File: config.mk
export PLATFORM = sky130hd
export DESIGN_NAME = gcmgf_stage
export DESIGN_NICKNAME = d
export VERILOG_FILES = /design/src/rtl/core/gcmgf_pkg.sv /design/src/rtl/core/gcmgf_stage.sv
export SDC_FILE = /design/constraint.sdc
export NUM_CORES = 1
export LEC_CHECK = 0
export ABC_CLOCK_PERIOD_IN_PS = 800
export BUFFER_PORTS_ARGS = -buffer_cell sky130_fd_sc_hd__buf_2
export CAP_MARGIN = 20
export CORE_AREA = 3 3 296 298
export CTS_BUF_LIST = sky130_fd_sc_hd__clkbuf_2 sky130_fd_sc_hd__clkbuf_4 sky130_fd_sc_hd__clkbuf_8
export DETAILED_ROUTE_END_ITERATION = 6
export DIE_AREA = 0 0 299 301
export GPL_TIMING_DRIVEN = 0
export SETUP_SLACK_MARGIN = 0.02
export SYNTH_ARGS = -nofsm -noshare
export SYNTH_HDL_FRONTEND = slang
export SYNTH_SLANG_ARGS = --single-unit
File: constraint.sdc
create_clock -name clk_i -period 0.8 [get_ports clk_i]
set_clock_uncertainty 0.15 [all_clocks]
set_input_delay 0.16 -clock clk_i [delete_from_list [all_inputs] [get_ports clk_i]]
set_output_delay 0.16 -clock clk_i [all_outputs]
set_load 0.1 [all_outputs]
File: src/rtl/core/gcmgf_pkg.sv
// Shared types and constants for the GF(2^128) multiply core.
// No dependencies; used by every module of the core.
package gcmgf_pkg;

  localparam int unsigned BlockWidth    = 128;
  localparam int unsigned HalfWidth     = 64;
  localparam int unsigned StepsPerStage = 8;
  localparam int unsigned NumStages     = BlockWidth / StepsPerStage;
  localparam int unsigned Latency       = NumStages;

  // Reduction constant R: 0xE1 in byte 0, then zeros.
  localparam logic [BlockWidth-1:0] RedPoly = {8'hE1, {(BlockWidth-8){1'b0}}};

  typedef struct packed {
    logic [HalfWidth-1:0] x_hi;
    logic [HalfWidth-1:0] x_lo;
    logic [HalfWidth-1:0] y_hi;
    logic [HalfWidth-1:0] y_lo;
  } gcmgf_req_t;

  typedef struct packed {
    logic [HalfWidth-1:0] z_hi;
    logic [HalfWidth-1:0] z_lo;
  } gcmgf_rsp_t;

  // Work carried between stages: running multiplicand V, accumulator A,
  // and the multiplier Y with unused bits left-aligned.
  typedef struct packed {
    logic [BlockWidth-1:0] v;
    logic [BlockWidth-1:0] a;
    logic [BlockWidth-1:0] y;
  } gcmgf_pipe_t;

endpackage

File: src/rtl/core/gcmgf_stage.sv
// One pipeline stage of the GF(2^128) multiply: eight shift-and-add steps.
// Depends on gcmgf_pkg.
module gcmgf_stage (
  input  logic                  clk_i,
  input  logic                  rst_ni,
  input  logic                  valid_i,
  input  gcmgf_pkg::gcmgf_pipe_t pipe_i,
  output logic                  valid_o,
  output gcmgf_pkg::gcmgf_pipe_t pipe_o
);

  logic                   valid_q;
  gcmgf_pkg::gcmgf_pipe_t pipe_d, pipe_q;

  // Consume the top Y bit per step: add V, then shift V right and reduce.
  always_comb begin
    logic lsb;
    pipe_d = pipe_i;
    for (int unsigned s = 0; s < gcmgf_pkg::StepsPerStage; s++) begin
      if (pipe_d.y[gcmgf_pkg::BlockWidth-1]) begin
        pipe_d.a = pipe_d.a ^ pipe_d.v;
      end
      lsb      = pipe_d.v[0];
      pipe_d.v = pipe_d.v >> 1;
      if (lsb) begin
        pipe_d.v = pipe_d.v ^ gcmgf_pkg::RedPoly;
      end
      pipe_d.y = pipe_d.y << 1;
    end
  end

  always_ff @(posedge clk_i or negedge rst_ni) begin
    if (!rst_ni) begin
      valid_q <= 1'b0;
    end else begin
      valid_q <= valid_i;
    end
  end

  always_ff @(posedge clk_i) begin
    if (valid_i) begin
      pipe_q <= pipe_d;
    end
  end

  assign valid_o = valid_q;
  assign pipe_o  = pipe_q;

endmodule

==> results of run 1 <==
==> state kept, by name (all words and copies together), names as in the netlist <==
signal / flops
valid_o: 1
pipe_o: 376
==> power by group <==
group	switching, mW	internal (mW)	total (mW)
combinational	34.5	16.7	51.2
sequential	1.63	26.0	27.6
clock	9.48	11.1	20.5
total	45.6	53.8	99.4
==> cells in the final DEF, fill, tap and decap left out, types with 4 or more instances in the layout <==
| master | instances |
|---|---|
| nand2_1 | 931 |
| xnor2_1 | 660 |
| buf_6 | 431 |
| edfxtp_1 | 376 |
| buf_2 | 375 |
| dlygate4sd3_1 | 348 |
| xor2_1 | 248 |
| xnor2_2 | 107 |
| clkbuf_8 | 83 |
| buf_4 | 80 |
| clkbuf_2 | 68 |
| nand2_4 | 52 |
| buf_8 | 35 |
| clkbuf_4 | 34 |
| buf_12 | 31 |
| nand2_2 | 28 |
| buf_16 | 19 |
| clkinv_1 | 12 |
| xor2_2 | 11 |
| xnor2_4 | 11 |
| clkbuf_1 | 11 |
| diode_2 | 8 |
| xor2_4 | 8 |
| clkbuf_16 | 8 |
| conb_1 | 8 |
| clkinvlp_4 | 7 |
| nor2_1 | 5 |
| clkinv_2 | 5 |
| bufbuf_16 | 5 |
| bufinv_16 | 4 |
==> layer usage <==
metal | GRT usage, % | wire length (um) | vias up
li1 | - | - | 10946
met5 | 0 | 0 | -
met4 | 10.45 | 4955 | 0
met3 | 6.063 | 7872 | 181
met1 | 26.23 | 40470 | 11396
met2 | 39.51 | 53250 | 942
==> cell type report <==
class,instances,area (um^2),area share [%]
diodes,8,20.02,0.04693
clock inverters,32,285.3,0.6688
inverters,3,11.26,0.02640
flip-flops and latches,377,11320,26.53
well taps,1144,1431,3.356
plain buffers,236,2350,5.509
clock buffers,96,1190,2.790
repair buffers,1196,11090,25.99
multi-input cells,2100,14970,35.09
==> per-stage QoR <==
stage	utilization, %	setup TNS, ns	hold slack, ns
after detailed placement	37.58	-605.07	-0.2088
after global placement	37.47	-2714.28	-0.2145
after floorplan	-	-249.20	-0.2856
final	50.10	-390.95	-0.2920
after CTS	49.18	-406.92	-0.3641
after global routing	50.09	-420.95	-0.3421
==> cells by family (layout without fill, tap and decap cells) <==
group | Yosys count | after routing | synth area share, %
simple gates | 1025 | 1025 | 15.02
compound gates | 19 | 19 | 0.4431
buf+inv | 249 | 1563 | 4.251
flops | 377 | 377 | 44.04
mux | 3 | 3 | 0.1169
xor+xnor | 1045 | 1045 | 36.11
other cells | 1 | 16 | 0.01460
==> timing repair <==
action,CTS,global route
hold buffers,348,32
hold endpoints to repair,493,242
resized for setup,1135,200
setup buffers,57,20
cloned,16,1
pin swaps,235,54
endpoints found under the setup margin,824,536
==> how the worst max path moves through the flow <==
stage / start / end / slack (ns) / cells after the start
after floorplan: pipe_i[256] / pipe_o[252]$_DFFE_PP_ / -0.85 / 7
after global placement: valid_i / valid_o$_DFF_PN0_ / -6.69 / 1
after detailed placement: valid_i / pipe_o[95]$_DFFE_PP_ / -1.43 / 3
after CTS: pipe_o[42]$_DFFE_PP_ / pipe_o[42] / -1.01 / 1
after global routing: pipe_o[42]$_DFFE_PP_ / pipe_o[42] / -1.00 / 1
final: pipe_o[49]$_DFFE_PP_ / pipe_o[49] / -0.95 / 1
==> metrics, run 1 <==
Setup Crit Path Kind=register to output port; antenna violations before repair=9; status=finished, violations left; Worst EP arrival=1.44 ns; Post-synth EDFFs=376; Avg Inst Size Synth=9.449 um^2; All-Layer GR Usage=22.79%; dpl ws=-1.428 ns; Reg clk slew, reported paths=0.06 ns; largest net degree at the start of global routing=115; Synth Register Bits=377; Finished Cell Area=0.04266 mm^2; number of global-route vias before repair=24422; CTS sink count=377; most frequent cell after synthesis=nand2_1; DPL Wire Length=69170 um; placed inst area=0.03199 mm^2; CP endpoint kind=output port; PwrDens=2330 mW/mm^2; hold path endpoint=pipe_o[130]$_DFFE_PP_; drt drc=0; Pins Over Slew Limit=0; top post-synthesis cells by count=nand2_1 (1014), xnor2_1 (775), edfxtp_1 (376), xor2_1 (258), clkbuf_1 (141); Die Span Y=301 um; Max-cap violations=0; fmax=0.5705 GHz; die area=0.09000 mm^2; H-tree lvl count=3; CTS tree=yes; Syn Std Cell Area=0.02569 mm^2; drt pass-1 iters=5; Async S/R FF share, synth=0.2653%; drt wl/cell=20.52 um; Worst Tran Pin Value=0.6517 ns; DR iter-0 viols=1446; HP Class=input pin to register; Final setup viols=579; placed cells=4625; total power=99.39 mW; grt ovf=0; Synth area leaders=edfxtp_1 (44%), xnor2_1 (26%), nand2_1 (15%), xor2_1 (8.8%), clkbuf_1 (2.1%); Critical Path Max Stage Delay=0.47 ns; first-pass GRT wire length=155900 um; cell depth of the worst hold path=1; Longest Clk Path Bufs=3; CP required=0.49 ns; share of the synthesized area in the top cell type=43.95%; crit path cell chain=buf_6; final worst path period need=1.753 ns; CP Launch Type=register; failing checks=negative hold slack, negative setup slack; Initial Util=30.17%; Final Hold Fails=120; post-synth top area cell=edfxtp_1; WP buf/inv=1; io pins=772; CORE AREA=0.08515 mm^2; via/cell ratio=4.519; clock root buffer=clkbuf_8; leak pwr=17.76 nW; Hold Worst Slack=-0.2920 ns; RePlAce Congestion=0.8554; Finished Layout Cells=5192; Fillers=7386; Final Cycle Share=219.1%; sequential area share after synthesis=44.04%; synthesized instance count=2719; final setup margin=-0.9528 ns; RSZ-0062 raised after global routing=yes; Worst IR Drop VDD=1.825 mV; cts bufs inserted=72; Die X-Extent=299 um; via count=23465; CP max-delay cell=edfxtp_1; hold path startpoint=valid_i; fraction of layout cells with a size suffix above 1=35.00%; antenna viol nets, final=0; Core Rows=107; Synth Flop Type=edfxtp_1; Post-layout nets=4373; synth-to-layout area growth=66.03%; overall routed net length=106600 um; crit path max fanout=1; Ys Warns=0; port bufs=752; Yosys cell types=29; Slew HR=56.55%; Top delay family on crit path=flip-flops
Power figures use the tool's default switching activity.
==> inputs of run 2 (changes only) <==
--- a/config.mk
+++ b/config.mk
@@ -8,10 +8,10 @@
 export ABC_CLOCK_PERIOD_IN_PS = 800
 export BUFFER_PORTS_ARGS = -buffer_cell sky130_fd_sc_hd__buf_2
 export CAP_MARGIN = 20
-export CORE_AREA = 3 3 296 298
+export CORE_AREA = 3 3 298 300
 export CTS_BUF_LIST = sky130_fd_sc_hd__clkbuf_2 sky130_fd_sc_hd__clkbuf_4 sky130_fd_sc_hd__clkbuf_8
 export DETAILED_ROUTE_END_ITERATION = 6
-export DIE_AREA = 0 0 299 301
+export DIE_AREA = 0 0 301 303
 export GPL_TIMING_DRIVEN = 0
 export SETUP_SLACK_MARGIN = 0.02
 export SYNTH_ARGS = -nofsm -noshare
==> run 2 against run 1 <==
Compared with the run above: final cell count rose by 0.27%; final area grew 3.0%; highest routed layer is now met5; largest cell class unchanged; clock power is 4% lower; critical path type unchanged; the flow still finishes with violations (negative hold slack, negative setup slack).
==> metrics, run 2 (same netlist as run 1, synthesis figures left out) <==
RSZ-0062 raised after global routing=yes; hold path endpoint=pipe_o[299]$_DFFE_PP_; cell depth of the worst hold path=1 (unchanged); commonest cells after routing, fill and taps aside=nand2_1 (890), xnor2_1 (603), buf_6 (461); fmax=0.5804 GHz (+1.7%); crit path max fanout=1 (unchanged); via count=23533 (+0.29%); drt pass-1 iters=5 (unchanged); Die X-Extent=301 um (+0.67%); Net Sw Power=45.88 mW (+0.54%); Worst EP arrival=1.41 ns (-0.03 ns); Final setup viols=549 (-5.2%); io pins=772 (unchanged); CORE AREA=0.08648 mm^2 (+1.6%); Longest Clk Path Bufs=3 (unchanged); Initial Util=29.71% (-0.47 points); fraction of layout cells with a size suffix above 1=37.47% (+2.5 points); CP endpoint kind=output port; switching share of power=46.13% (+0.22 points); Pins Over Slew Limit=0 (unchanged); Seq pwr share=27.7% (about the same); RePlAce Congestion=0.8740 (+2.2%); first-pass GRT wire length=151400 um (-2.9%); Hold Worst Slack=-0.2414 ns (+0.05055 ns); Die Span Y=303 um (+0.66%); final worst path period need=1.723 ns (-0.02979 ns); Final Hold Fails=155 (+29%); Worst Tran Pin Value=0.5348 ns (-0.1169 ns); Reg clk slew, reported paths=0.06 ns (about the same); max reg flops=376 (unchanged); CTS sink count=377 (unchanged); Fillers=7355 (-0.42%); total power=99.44 mW (about the same); Finished Cell Area=0.04392 mm^2 (+3.0%); WP buf/inv=1 (unchanged); crit path cell chain=buf_8; dpl ws=-1.534 ns (-0.1056 ns); final setup margin=-0.9230 ns (+0.02979 ns); CP max-delay cell=edfxtp_1; synth-to-layout area growth=70.96%; largest net degree at the start of global routing=50 (-57%); CP Depth=1 (unchanged); PwrDens=2264 mW/mm^2 (-2.8%); drt drc=0 (unchanged); failing checks=negative hold slack, negative setup slack; via/cell ratio=4.520 (about the same); most common cell after layout, fill and taps aside=nand2_1; Worst IR Drop VDD=1.951 mV (+6.9%); Post-layout nets=4373 (unchanged); Slew HR=64.35% (+7.8 points); All-Layer GR Usage=22.11% (-0.68 points); die area=0.09120 mm^2 (+1.3%); hold path startpoint=valid_i; Core Rows=108 (+0.93%); status=finished, violations left; Final Cycle Share=215.4% (-3.7 points); DR iter-0 viols=1635 (+13%); Clk pwr share=19.7% (-1.0 points); Max-cap violations=0 (unchanged); antenna violations before repair=14 (+5); Logic pwr share=52.7% (+1.1 points); Setup Crit Path Kind=register to output port; grt ovf=0 (unchanged); HP Class=input pin to register; P_int=53.57 mW (-0.35%); Worst setup startpoint=pipe_o[41]$_DFFE_PP_; DPL Wire Length=69810 um (+0.92%); placed inst area=0.03201 mm^2 (about the same); H-tree lvl count=3 (unchanged); cts bufs inserted=72 (unchanged); Critical Path Max Stage Delay=0.50 ns (+0.03 ns); drt wl/cell=20.70 um (+0.89%); clock root buffer=clkbuf_8; overall routed net length=107800 um (+1.2%); CTS tree=yes; Top delay family on crit path=flip-flops; Setup TNS=-374.35 ns (+16.61 ns); number of global-route vias before repair=23553 (-3.6%); CP required=0.49 ns (about the same); CP Launch Type=register; port bufs=752 (unchanged); leak pwr=18.38 nW (+3.5%); antenna viol nets, final=0 (unchanged)
[run 2: cell count changes in the layout (fill, tap and decap cells not counted), sizes merged]
cell and delta:
buf +49, diode +2, clkbuf -45, clkinvlp -6, dlygate4sd3 -2, inv +2
bufbuf +1, clkinv +5, bufinv -3
[run 2: power by group through the flow]
stage	combinational, mW	sequential, mW	clock (mW)
floorplan	13.3	48.9	0
global placement	43.2	27.1	0
detailed placement	43.4	27.0	0
CTS	50.1	27.4	20.1
global route	54.2	27.8	21.0
finish	52.4	27.5	19.6
[run 2: worst max-delay path by stage]
stage	endpoint	slack [ns]
final	pipe_o[41]	-0.92
after global routing	pipe_o[41]	-1.00
after CTS	pipe_o[41]	-1.04
after detailed placement	pipe_o[178]$_DFFE_PP_	-1.53
after global placement	valid_o$_DFF_PN0_	-6.61
after floorplan	pipe_o[252]$_DFFE_PP_	-0.85
[run 2: metrics by stage]
stage	cells	utilization [%]
after floorplan	2726	-
after global routing	5203	50.78
after global placement	4633	36.90
after detailed placement	4636	37.01
after CTS	5175	47.66
final	5206	50.79
[run 2: layer usage]
| metal | track usage [%] | vias to the layer above | part of all wire [%] |
|---|---|---|---|
| met1 | 25.90 | 11362 | 37 |
| met4 | 10.16 | 4 | 4.5 |
| li1 | - | 10976 | - |
| met2 | 37.92 | 998 | 50 |
| met3 | 5.710 | 193 | 8.3 |
| met5 | 0 | - | 0.021 |
[run 2: area by class of cell]
class,instances,area (um^2),share of cell area [%]
inverters,3,11.26,0.02564
clock inverters,30,202.7,0.4615
clock buffers,99,1212,2.760
diodes,10,25.02,0.05697
well taps,1155,1445,3.290
multi-input cells,2100,15860,36.10
repair buffers,1221,11490,26.17
flip-flops and latches,377,11320,25.76
plain buffers,211,2362,5.378
[run 2: what timing repair did]
action	4_1_cts	5_1_grt
endpoints found under the hold margin	531	282
pin swaps	98	338
resized for setup	1003	618
hold buffers	346	58
setup endpoints to repair	793	539
buffers inserted	49	52
cloned	16	7
==> inputs of run 3 (changes only) <==
--- a/config.mk
+++ b/config.mk
@@ -8,11 +8,14 @@
 export ABC_CLOCK_PERIOD_IN_PS = 800
 export BUFFER_PORTS_ARGS = -buffer_cell sky130_fd_sc_hd__buf_2
 export CAP_MARGIN = 20
+export CELL_PAD_IN_SITES_DETAIL_PLACEMENT = 1
+export CELL_PAD_IN_SITES_GLOBAL_PLACEMENT = 1
 export CORE_AREA = 3 3 298 300
 export CTS_BUF_LIST = sky130_fd_sc_hd__clkbuf_2 sky130_fd_sc_hd__clkbuf_4 sky130_fd_sc_hd__clkbuf_8
 export DETAILED_ROUTE_END_ITERATION = 6
 export DIE_AREA = 0 0 301 303
 export GPL_TIMING_DRIVEN = 0
+export PLACE_DENSITY_LB_ADDON = 0.1
 export SETUP_SLACK_MARGIN = 0.02
 export SYNTH_ARGS = -nofsm -noshare
 export SYNTH_HDL_FRONTEND = slang
==> run 3 against run 2 <==
Compared with the run above: critical endpoint is now pipe_o[292]; setup slack worse by 0.061 ns; hold slack worse by 0.0077 ns; largest cell class unchanged; the flow still finishes with violations (negative hold slack, negative setup slack); routed wire length up 12%; total power up 1.5%; highest routed layer unchanged.
==> metrics, run 3 (same netlist as run 1, synthesis figures left out) <==
Slew HR=57.25% (-7.1 points); clock root buffer=clkbuf_8; hold path startpoint=valid_i; largest net degree at the start of global routing=99 (+98%); Die X-Extent=301 um (unchanged); Die Span Y=303 um (unchanged); Final Cycle Share=223.0% (+7.6 points); PwrDens=2267 mW/mm^2 (+0.14%); Setup Crit Path Kind=register to output port; overall routed net length=120400 um (+12%); met1 GRT Util=28.34% (+2.4 points); hold path endpoint=pipe_o[98]$_DFFE_PP_; DR iter-0 viols=1025 (-37%); first-pass GRT wire length=174000 um (+15%); Worst IR Drop VDD=1.552 mV (-20%); Net Sw Power=46.60 mW (+1.6%); cts bufs inserted=75 (+4.2%); CP endpoint kind=output port; leak pwr=18.80 nW (+2.3%); commonest cells after routing, fill and taps aside=nand2_1 (894), xnor2_1 (604), buf_6 (432); cell depth of the worst hold path=1 (unchanged); drt wl/cell=22.86 um (+10%); number of global-route vias before repair=26395 (+12%); fraction of layout cells with a size suffix above 1=38.51% (+1.0 points); WP buf/inv=1 (unchanged); antenna viol nets, final=0 (unchanged); crit path max fanout=1 (unchanged); synth-to-layout area growth=73.35%; Worst EP arrival=1.47 ns (+0.06 ns); Final Hold Fails=145 (-6.5%); most common cell after layout, fill and taps aside=nand2_1; crit path cell chain=buf_8; Longest Clk Path Bufs=3 (unchanged); CP Depth=1 (unchanged); Final setup viols=636 (+16%); CP max-delay cell=edfxtp_1; GRT busiest layer=met2; H-tree lvl count=3 (unchanged); antenna violations before repair=14 (unchanged); Logic pwr share=52.5% (-0.2 points); Top delay family on crit path=flip-flops; final worst path period need=1.784 ns (+0.06095 ns); Max-cap violations=0 (unchanged); Critical Path Max Stage Delay=0.53 ns (+0.03 ns); Reg clk slew, reported paths=0.06 ns (about the same); port bufs=752 (unchanged); via count=23695 (+0.69%); CTS sink count=377 (unchanged); final setup margin=-0.9839 ns (-0.06095 ns); Post-layout nets=4437 (+1.5%); Pins Over Slew Limit=0 (unchanged); CTS tree=yes; via/cell ratio=4.499 (-0.48%); Clk pwr share=20.2% (+0.5 points); Seq pwr share=27.3% (-0.4 points); HP Class=input pin to register; grt ovf=0 (unchanged); io pins=772 (unchanged); Initial Util=29.71% (unchanged); met2 Use GR=47.75% (+9.8 points); die area=0.09120 mm^2 (unchanged); DPL Wire Length=78450 um (+12%); CP required=0.49 ns (about the same); RePlAce Congestion=0.8436 (-3.5%); Core Rows=108 (unchanged); max reg flops=376 (unchanged); All-Layer GR Usage=25.45% (+3.3 points); placed inst area=0.03201 mm^2 (unchanged); drt pass-1 iters=4 (-1); failing checks=negative hold slack, negative setup slack; switching share of power=46.14% (about the same); CORE AREA=0.08648 mm^2 (unchanged); CP Launch Type=register; drt drc=0 (unchanged); Hold Worst Slack=-0.2491 ns (-0.007711 ns); fmax=0.5606 GHz (-3.4%); status=finished, violations left; Finished Cell Area=0.04454 mm^2 (+1.4%); dpl ws=-1.621 ns (-0.08738 ns); RSZ-0062 raised after global routing=yes; P_int=54.39 mW (+1.5%); Worst Tran Pin Value=0.6413 ns (+0.1065 ns); met3 usage=4.973% (-0.74 points)
## run 3: cell count changes in the layout (fill, tap and decap cells not counted), sizes merged
cell and delta:
clkbuf +43, buf +5, bufbuf +5, dlygate4sd3 +4, bufinv +2, clkinv +2, clkinvlp +2, diode -1
inv -1
## run 3: layer usage
metal / vias to the layer above / part of all wire [%]
met3: 174 / 4.9
met5: - / 0.055
met4: 10 / 3.6
met1: 11807 / 38
li1: 11073 / -
met2: 631 / 53
## run 3: how the worst max path moves through the flow
stage | startpoint | to | slack [ns]
floorplan | pipe_i[256] | pipe_o[252]$_DFFE_PP_ | -0.85
global placement | valid_i | valid_o$_DFF_PN0_ | -6.55
detailed placement | pipe_i[301] | pipe_o[166]$_DFFE_PP_ | -1.62
CTS | pipe_o[292]$_DFFE_PP_ | pipe_o[292] | -1.08
global route | pipe_o[292]$_DFFE_PP_ | pipe_o[292] | -1.06
finish | pipe_o[292]$_DFFE_PP_ | pipe_o[292] | -0.98
## run 3: metrics by stage
stage          util, %  total power [mW]  cells  setup TNS [ns]  hold WS (ns)
6_report         51.50             101.0   5267         -394.46       -0.2491
5_1_grt          51.49             104.7   5263         -427.43       -0.2951
4_1_cts          50.39             100.5   5228         -414.46       -0.3419
3_5_place_dp     37.01             70.96   4636         -631.95       -0.2135
3_3_place_gp     36.90             70.79   4633        -2650.90       -0.2142
2_1_floorplan        -             62.18   2726         -249.20       -0.2856
## run 3: cell type report
type,count,area (um^2)
Fill cell,9544,41950
Antenna cell,9,22.52
Clock inverter,35,274.0
Tap cell,1155,1445
Timing Repair Buffer,1262,12060
Inverter,3,11.26
Multi-Input combinational cell,2100,15650
Clock buffer,95,1182
Buffer,231,2582
Sequential cell,377,11320
## run 3: repair_timing
action,CTS,global route
cloned,30,2
hold buffers,350,37
setup endpoints to repair,770,646
buffers inserted,91,33
endpoints found under the hold margin,506,232
resized for setup,1366,185
pin swaps,303,68
## run 3: power groups by stage
stage | sequential [mW] | clock [mW] | combinational, mW
after floorplan | 48.9 | 0 | 13.3
after global placement | 27.2 | 0 | 43.6
after detailed placement | 27.1 | 0 | 43.9
after CTS | 27.5 | 20.7 | 52.3
after global routing | 27.8 | 21.9 | 55.0
final | 27.6 | 20.4 | 53.0
